$ cat src/rtl/core/banked_rom_mapper_scanline_irq_unit_macros.svh
// Assertion macros for the mapper RTL.
`ifndef BANKED_ROM_MAPPER_SCANLINE_IRQ_UNIT_MACROS_SVH
`define BANKED_ROM_MAPPER_SCANLINE_IRQ_UNIT_MACROS_SVH

// Same-cycle implication, checked out of reset.
`define BRMSI_ASSERT_NOW(label, ante, cons, msg) \
    label: assert property (@(posedge aclk) disable iff (!aresetn) \
        (ante) |-> (cons)) else $error(msg);

// Next-cycle implication, checked out of reset.
`define BRMSI_ASSERT_NEXT(label, ante, cons, msg) \
    label: assert property (@(posedge aclk) disable iff (!aresetn) \
        (ante) |=> (cons)) else $error(msg);

`endif

$ cat src/rtl/core/brmsi_pkg.sv
// Package for the banked ROM mapper: command codes, register decode and constants.
package brmsi_pkg;

    localparam int ROM_ADDR_BITS_DEFAULT = 21;
    localparam int BANK_COUNT_BITS       = 9;
    localparam int PRG_OFFSET_BITS       = 13;
    localparam int CHR_OFFSET_BITS       = 10;

    localparam logic [BANK_COUNT_BITS-1:0] PRG_BANK_COUNT_RESET = 9'd64;

    typedef enum logic [1:0] {
        CMD_REG_WRITE = 2'd0,
        CMD_SCANLINE  = 2'd1,
        CMD_PRG_LOOKUP = 2'd2,
        CMD_CHR_LOOKUP = 2'd3
    } cmd_t;

    // Register window selected by CPU address bits 14:13
    typedef enum logic [1:0] {
        REG_BANK     = 2'd0,
        REG_MIRROR   = 2'd1,
        REG_IRQ_LOAD = 2'd2,
        REG_IRQ_EN   = 2'd3
    } reg_region_t;

    typedef struct packed {
        logic [7:0]      bank_select;
        logic [7:0][7:0] bank_regs;
    } bank_state_t;

endpackage

$ cat src/rtl/core/brmsi_lookup.sv
// Address translation for program and pattern lookups.
module brmsi_lookup import brmsi_pkg::*; #(
    parameter int ROM_ADDR_BITS = ROM_ADDR_BITS_DEFAULT
) (
    input  cmd_t                       cmd,
    input  logic [15:0]                address,
    input  bank_state_t                banks,
    input  logic [BANK_COUNT_BITS-1:0] prg_bank_count,
    output logic [ROM_ADDR_BITS-1:0]   rom_address
);

    localparam int PRG_BW = ROM_ADDR_BITS - PRG_OFFSET_BITS;
    localparam int CHR_BW = ROM_ADDR_BITS - CHR_OFFSET_BITS;

    logic [PRG_BW-1:0] count_w;
    logic [PRG_BW-1:0] prg_bank;
    logic [2:0]        chr_win;
    logic [7:0]        chr_pair;
    logic [7:0]        chr_bank;
    logic [2:0]        chr_idx;

    always_comb begin
        // Fixed banks wrap modulo the bank field width
        count_w = PRG_BW'(prg_bank_count);
        unique case (address[14:13])
            2'd1: prg_bank = PRG_BW'(banks.bank_regs[7]);
            2'd3: prg_bank = count_w - PRG_BW'(1);
            2'd0: prg_bank = banks.bank_select[6] ? count_w - PRG_BW'(2)
                                                  : PRG_BW'(banks.bank_regs[6]);
            default: prg_bank = banks.bank_select[6] ? PRG_BW'(banks.bank_regs[6])
                                                     : count_w - PRG_BW'(2);
        endcase

        // Swap the 2 KB and 1 KB halves when bit 7 of bank select is set
        chr_win  = address[12:10] ^ {banks.bank_select[7], 2'b00};
        chr_pair = banks.bank_regs[{2'b00, chr_win[1]}];
        chr_idx  = chr_win - 3'd2;
        if (!chr_win[2]) begin
            chr_bank = chr_win[0] ? (chr_pair | 8'h01) : (chr_pair & 8'hfe);
        end else begin
            chr_bank = banks.bank_regs[chr_idx];
        end

        unique case (cmd)
            CMD_PRG_LOOKUP: rom_address = {prg_bank, address[PRG_OFFSET_BITS-1:0]};
            CMD_CHR_LOOKUP: rom_address = {CHR_BW'(chr_bank), address[CHR_OFFSET_BITS-1:0]};
            default:        rom_address = '0;
        endcase
    end

endmodule

$ cat src/rtl/core/banked_rom_mapper_scanline_irq_unit.sv
// Banked ROM mapper with scanline IRQ counter. Items enter through an input
// register, are decoded and translated in one pass, and leave through a result
// register, so the block takes one item every cycle; only a stalled result slot
// holds it back. State (bank registers, mirroring, RAM control, IRQ counter) is
// updated as each item moves into the result register, and the status outputs
// show it after that item. The bank count register may be written only while
// the block is idle.
`include "banked_rom_mapper_scanline_irq_unit_macros.svh"

module banked_rom_mapper_scanline_irq_unit import brmsi_pkg::*; #(
    parameter int ROM_ADDR_BITS = ROM_ADDR_BITS_DEFAULT
) (
    input  logic                       aclk,
    input  logic                       aresetn,
    input  logic                       cfg_wr_en,
    input  logic [BANK_COUNT_BITS-1:0] cfg_wr_data,
    input  logic                       s_valid,
    output logic                       s_ready,
    input  logic [1:0]                 s_command,
    input  logic [15:0]                s_address,
    input  logic [7:0]                 s_data,
    output logic                       m_valid,
    input  logic                       m_ready,
    output logic [ROM_ADDR_BITS-1:0]   m_rom_address,
    output logic                       m_irq_line,
    output logic                       m_mirror_horizontal,
    output logic                       m_ram_enabled,
    output logic                       m_ram_write_protected
);

    logic                       in_valid_reg;
    cmd_t                       in_cmd_reg;
    logic [15:0]                in_addr_reg;
    logic [7:0]                 in_data_reg;
    logic                       out_valid_reg;
    logic [ROM_ADDR_BITS-1:0]   rom_reg;
    logic                       advance;

    logic [BANK_COUNT_BITS-1:0] prg_count_reg;
    logic [7:0]                 bank_select_reg, bank_select_next;
    logic [7:0][7:0]            bank_regs_reg, bank_regs_next;
    logic                       ram_en_reg, ram_en_next;
    logic                       ram_prot_reg, ram_prot_next;
    logic                       mirror_reg, mirror_next;
    logic [7:0]                 latch_reg, latch_next;
    logic [7:0]                 count_reg, count_next;
    logic                       irq_en_reg, irq_en_next;
    logic                       reload_reg, reload_next;
    logic                       irq_reg, irq_next;

    logic [7:0]                 tick_start;
    logic [7:0]                 tick_dec;
    bank_state_t                banks;
    logic [ROM_ADDR_BITS-1:0]   rom_next;

    assign advance = in_valid_reg && (!out_valid_reg || m_ready);
    assign s_ready = !in_valid_reg || advance;

    // Input register
    always_ff @(posedge aclk) begin
        if (!aresetn) begin
            in_valid_reg <= 1'b0;
        end else if (s_ready) begin
            in_valid_reg <= s_valid;
        end
        if (s_valid && s_ready) begin
            in_cmd_reg  <= cmd_t'(s_command);
            in_addr_reg <= s_address;
            in_data_reg <= s_data;
        end
    end

    assign banks = {bank_select_reg, bank_regs_reg};

    brmsi_lookup #(
        .ROM_ADDR_BITS (ROM_ADDR_BITS)
    ) u_lookup (
        .cmd            (in_cmd_reg),
        .address        (in_addr_reg),
        .banks          (banks),
        .prg_bank_count (prg_count_reg),
        .rom_address    (rom_next)
    );

    always_comb begin
        bank_select_next = bank_select_reg;
        bank_regs_next   = bank_regs_reg;
        ram_en_next      = ram_en_reg;
        ram_prot_next    = ram_prot_reg;
        mirror_next      = mirror_reg;
        latch_next       = latch_reg;
        count_next       = count_reg;
        irq_en_next      = irq_en_reg;
        reload_next      = reload_reg;
        irq_next         = irq_reg;

        tick_start = reload_reg ? latch_reg : count_reg;
        tick_dec   = (tick_start != 8'd0) ? tick_start - 8'd1 : 8'd0;

        unique case (in_cmd_reg)
            CMD_REG_WRITE: begin
                // Ignore writes below the cartridge register window
                if (in_addr_reg[15]) begin
                    unique case (reg_region_t'(in_addr_reg[14:13]))
                        REG_BANK: begin
                            if (in_addr_reg[0]) begin
                                bank_regs_next[bank_select_reg[2:0]] = in_data_reg;
                            end else begin
                                bank_select_next = in_data_reg;
                            end
                        end
                        REG_MIRROR: begin
                            if (in_addr_reg[0]) begin
                                ram_en_next   = in_data_reg[7];
                                ram_prot_next = in_data_reg[6];
                            end else begin
                                mirror_next = in_data_reg[0];
                            end
                        end
                        REG_IRQ_LOAD: begin
                            if (in_addr_reg[0]) begin
                                latch_next  = in_data_reg;
                                reload_next = 1'b1;
                            end else begin
                                count_next = latch_reg;
                            end
                        end
                        REG_IRQ_EN: begin
                            irq_en_next = in_addr_reg[0];
                        end
                        default: ;
                    endcase
                end
            end
            CMD_SCANLINE: begin
                reload_next = 1'b0;
                if (tick_dec == 8'd0) begin
                    irq_next   = irq_en_reg;
                    count_next = latch_reg;
                end else begin
                    count_next = tick_dec;
                end
            end
            default: ;
        endcase
    end

    // Mapper state and result register
    always_ff @(posedge aclk) begin
        if (!aresetn) begin
            out_valid_reg   <= 1'b0;
            prg_count_reg   <= PRG_BANK_COUNT_RESET;
            bank_select_reg <= '0;
            bank_regs_reg   <= '0;
            ram_en_reg      <= 1'b1;
            ram_prot_reg    <= 1'b1;
            mirror_reg      <= 1'b0;
            latch_reg       <= '0;
            count_reg       <= '0;
            irq_en_reg      <= 1'b0;
            reload_reg      <= 1'b0;
            irq_reg         <= 1'b0;
        end else begin
            if (cfg_wr_en) begin
                prg_count_reg <= cfg_wr_data;
            end
            if (advance) begin
                out_valid_reg   <= 1'b1;
                bank_select_reg <= bank_select_next;
                bank_regs_reg   <= bank_regs_next;
                ram_en_reg      <= ram_en_next;
                ram_prot_reg    <= ram_prot_next;
                mirror_reg      <= mirror_next;
                latch_reg       <= latch_next;
                count_reg       <= count_next;
                irq_en_reg      <= irq_en_next;
                reload_reg      <= reload_next;
                irq_reg         <= irq_next;
            end else if (m_ready) begin
                out_valid_reg <= 1'b0;
            end
        end
        if (advance) begin
            rom_reg <= rom_next;
        end
    end

    // Status outputs follow state, which only moves with the result slot
    assign m_valid               = out_valid_reg;
    assign m_rom_address         = rom_reg;
    assign m_irq_line            = irq_reg;
    assign m_mirror_horizontal   = mirror_reg;
    assign m_ram_enabled         = ram_en_reg;
    assign m_ram_write_protected = ram_prot_reg;

    `BRMSI_ASSERT_NOW(a_ready_when_empty, !in_valid_reg, s_ready,
        "input register empty but not ready")
    `BRMSI_ASSERT_NEXT(a_result_follows, advance, m_valid,
        "advanced item did not reach the result register")
    `BRMSI_ASSERT_NEXT(a_irq_only_on_tick, !(advance && in_cmd_reg == CMD_SCANLINE),
        $stable(irq_reg), "irq line moved without a scanline tick")
    `BRMSI_ASSERT_NEXT(a_ram_only_on_write, !(advance && in_cmd_reg == CMD_REG_WRITE),
        $stable(ram_en_reg) && $stable(ram_prot_reg),
        "RAM control moved without a register write")

endmodule
$ cat config.mk
export PLATFORM = sky130hd
export DESIGN_NAME = banked_rom_mapper_scanline_irq_unit
export DESIGN_NICKNAME = d
export VERILOG_FILES = /design/src/rtl/core/brmsi_pkg.sv /design/src/rtl/core/brmsi_lookup.sv /design/src/rtl/core/banked_rom_mapper_scanline_irq_unit.sv
export VERILOG_INCLUDE_DIRS = /design/src /design/src/rtl/core
export SDC_FILE = /design/constraint.sdc
export NUM_CORES = 1
export LEC_CHECK = 0
export BUFFER_PORTS_ARGS = -buffer_cell sky130_fd_sc_hd__buf_2
export CORE_MARGIN = 2
export CORE_UTILIZATION = 64
export CTS_CLUSTER_DIAMETER = 100
export DETAILED_ROUTE_END_ITERATION = 12
export GPL_TIMING_DRIVEN = 0
export HOLD_SLACK_MARGIN = 0.06
export PLACE_DENSITY_LB_ADDON = 0.3
export SLEW_MARGIN = 20
export SYNTH_ARGS = -nofsm -noshare
export SYNTH_HDL_FRONTEND = slang
export SYNTH_SLANG_ARGS = --single-unit
$ cat constraint.sdc
create_clock -name aclk -period 4.29 [get_ports aclk]
set_clock_uncertainty 0.05 [all_clocks]
set_input_delay 0.2145 -clock aclk [delete_from_list [all_inputs] [get_ports aclk]]
set_output_delay 0.2145 -clock aclk [all_outputs]
set_load 0.005 [all_outputs]
==> flow_summary.json <==
{
  "outcome": "complete, no violations",
  "postCtsSetupBuffers": 0,
  "synth_edf_count": 47,
  "hold_depth": 3,
  "drtIter0Drc": 493,
  "critPathTopFamily": "compound AO/OA/AOI/OAI gates",
  "layout.nets": 827,
  "grtUsageTotal": 0.341,
  "place_congestion": 0.967,
  "avgSynthCellArea_um2": 10.6,
  "gr-usage-met1": 0.424,
  "crit_chain": "buf_6 > buf_6 > buf_6 > mux2i_1 > ha_1 > nor4bb_1 > o21ai_1 > a2111oi_4 > a2111oi_0 > nor3_1",
  "io_buffers": 63,
  "path_buf_inv": 3,
  "setup_viol": 0,
  "comb_power_share": 0.089,
  "vias_per_cell": 6.16,
  "grt_max_degree": 27,
  "grt_antenna_before_repair": 0,
  "grt_pass1_vias": 5751,
  "synth_top_area_share": 0.283,
  "htree_levels": 4,
  "syn-num-nets": 707,
  "grt_overflow": 0,
  "hp-start": "aresetn",
  "crit_cells": 10,
  "p_switching_w": 0.000792,
  "p_leak_nw": 3.20,
  "synth-main-ff-cell": "dfxtp_1",
  "die_area_um2": 11800,
  "swShare": 0.241,
  "worstSetupPathType": "reg -> reg",
  "hold_class": "in -> reg",
  "total_power_w": 0.00329,
  "crit_top_cell": "buf_6",
  "slew_viol_final": 0,
  "final_area_um2": 8480,
  "hold_viol_final": 0,
  "drc": 0,
  "dp.cells": 866,
  "fin_setup_tns_ns": 0,
  "timing.final.crit_period_ns": 3.03,
  "r2r_slack_ns": 1.26,
  "maxSlewHeadroom": 0.503,
  "yosysSeqAreaShare": 0.485,
  "path_clk_slew_ns": 0.06,
  "antenna_cells": 0,
  "die_y_um": 109,
  "power-per-cell-area_nw_per_um2": 387,
  "multiInputGateArea_um2": 3400,
  "clkLatencyLatePin_ns": 0.55,
  "met3_usage": 0.0838,
  "fin_cells": 936,
  "synthCells": 663,
  "largest_reg_flops": 62,
  "drt-pass1-iter-count": 5,
  "totalWireLength_um": 19200,
  "rows": 38,
  "r2r-start": "reload_reg$_SDFFE_PN0P_",
  "r2r_cells": 10,
  "clockBufferDepth": 2,
  "final_layout_size_suffix_gt1_frac": 0.167,
  "cap_violations": 0,
  "critPathMaxFanout": 10,
  "setup_slack_ns": 1.26,
  "num_io_pins": 67,
  "core_um2": 10700,
  "busiest_layer": "met2",
  "fmax_ghz": 0.330,
  "worstPathArrival_ns": 3.46,
  "ys_warn_count": 0,
  "rsz0062_at_grt": "no",
  "cts_tree": "done",
  "netlist_area_um2": 7000,
  "fin_crit_sh": 0.707,
  "slowest_delay_ns": 0.66,
  "place_ws_ns": 1.36,
  "placed_cell_area_um2": 7500,
  "synth_seq_cells": 146,
  "die_w_um": 109,
  "synth.area.top_cells": "dfxtp_1 28%, edfxtp_1 20%, mux2i_1 15%",
  "p_int_w": 0.00249,
  "cp-start-kind": "flop",
  "start_util": 0.652,
  "ant_nets": 0,
  "cts_made_buffers": 17,
  "async_flop_share": 0,
  "crit_slowest_cell": "a2111oi_4",
  "vdd_ir_drop_max_v": 0.000362,
  "hpwl_um": 12600,
  "cp-end-kind": "flop",
  "area_growth_pct": 21.1,
  "wire_per_inst_um": 20.5,
  "pwr-share-seq": 0.452,
  "fill_cells": 685,
  "synthDistinctLibCells": 77,
  "clk_root_buffer_cell": "clkbuf_8",
  "use_met2": 0.555,
  "clock_sinks": 146,
  "dr_total_vias": 5764,
  "grt_pass1_wl_um": 30000,
  "min_delay_worst_endpoint": "count_reg[7]$_SDFFE_PN0P_",
  "synth_top_area_cell": "dfxtp_1",
  "critical_path_required_ns": 4.71,
  "regArea_um2": 3390,
  "rr_endpoint": "count_reg[6]$_SDFFE_PN0P_",
  "power_frac_clock": 0.459,
  "tightest_slew_ns": 0.745
}
-- placed cells by master (no fill, tap or decap), types with 5 or more instances in the layout --
master         netlist  routed
clkbuf_1            29      30
and2_1              13      12
clkinv_1             2       5
nand2b_1            13      13
xnor2_1              7       7
a211oi_1             6       6
edfxtp_1            47      47
o22ai_1              7       7
or3_1                5       5
nor2b_1             26      26
clkbuf_16            0      18
inv_1                8       8
nor2_1              22      21
xor2_1               8       8
o21ai_0             18      18
o211ai_1            10      10
nor2_2               6       6
dfxtp_1             99      99
mux4_2               8       8
a21oi_1             19      19
nand3_1              8       8
nor3_1              14      14
nand2_1             99      99
dlygate4sd3_1        0      38
buf_2                4      67
mux2i_1            102     102
-- repair_timing --
| action | 4_1_cts | 5_1_grt |
|---|---|---|
| endpoints found under the hold margin | 38 | 0 |
| hold buffers | 38 | 0 |
| resized for setup | 0 | 0 |
| setup endpoints to repair | 0 | 0 |
-- per-layer routing --
metal | share of wire | vias to the layer above
met4 | 0.039 | 0
met2 | 0.49 | 285
met3 | 0.068 | 61
li1 | - | 2641
met1 | 0.41 | 2777
met5 | 0 | -
-- Yosys cell counts, types with 3 or more instances --
master and count:
nor2_1 22, a211oi_1 6, buf_2 4, nor2b_1 26, ha_1 4, mux4_2 8, mux2i_1 102, or3_1 5
or3b_1 3, o211ai_1 10, buf_6 4, nand2b_1 13, a21oi_1 19, o21a_1 3, dfxtp_1 99, mux2_2 3
clkbuf_1 29, xor2_1 8, nor3_1 14, edfxtp_1 47, o22ai_1 7, a2111oi_0 4, nand2_1 99, xnor2_1 7
inv_1 8, and2_1 13, nand3_1 8, nor2_2 6, o21ai_0 18
-- power by group through the flow --
stage | sequential (W) | combinational [W] | clock, W
after floorplan | 0.00151 | 0.000169 | 0
after global placement | 0.00151 | 0.000243 | 0
after detailed placement | 0.00151 | 0.000253 | 0
after CTS | 0.00148 | 0.000284 | 0.00150
after global routing | 0.00149 | 0.000313 | 0.00157
final | 0.00149 | 0.000292 | 0.00151
-- final cells by class --
| type | instances | area share |
|---|---|---|
| Buffer | 38 | 0.0209 |
| Sequential cell | 146 | 0.400 |
| Inverter | 11 | 0.00487 |
| Tap cell | 140 | 0.0206 |
| Timing Repair Buffer | 101 | 0.0820 |
| Clock inverter | 11 | 0.0140 |
| Clock buffer | 21 | 0.0568 |
| Multi-Input combinational cell | 468 | 0.401 |
-- per-stage QoR --
| stage | utilization | hold WS [ns] |
|---|---|---|
| after floorplan | - | 0.263 |
| after CTS | 0.789 | 0.0640 |
| after global placement | 0.697 | 0.342 |
| final | 0.789 | 0.0657 |
| after global routing | 0.789 | 0.0985 |
| after detailed placement | 0.698 | 0.343 |
-- worst max-delay path by stage --
stage	endpoint	startpoint	slack, ns
5_1_grt	count_reg[6]$_SDFFE_PN0P_	reload_reg$_SDFFE_PN0P_	1.07
3_5_place_dp	count_reg[6]$_SDFFE_PN0P_	reload_reg$_SDFFE_PN0P_	1.36
6_report	count_reg[6]$_SDFFE_PN0P_	reload_reg$_SDFFE_PN0P_	1.26
4_1_cts	count_reg[6]$_SDFFE_PN0P_	reload_reg$_SDFFE_PN0P_	1.33
2_1_floorplan	count_reg[4]$_SDFFE_PN0P_	reload_reg$_SDFFE_PN0P_	1.73
3_3_place_gp	reload_reg$_SDFFE_PN0P_	m_ready	1.04
-- logic make-up after synthesis --
group                      after synthesis  synth area share
xor gates and xnor gates                15            0.0188
AOI/OAI and AO/OA                      100             0.102
muxes                                  113             0.176
adders and majority gates                4           0.00715
DFF                                    146             0.485
buffers and inverters                   49            0.0313
and+or+nand+nor                        236             0.180
-- worst reg2reg max path: cells and delay by family, from the launching register on --
kind	cells	cell delay (ns)
flip-flops	1	0.36
adder cells (fa/ha/maj)	1	0.26
multiplexers	1	0.20
AO/OA/AOI/OAI	3	1.05
buffers and inverters	3	0.45
AND/OR/NAND/NOR	2	0.59
(Power assumes the default switching activity.)
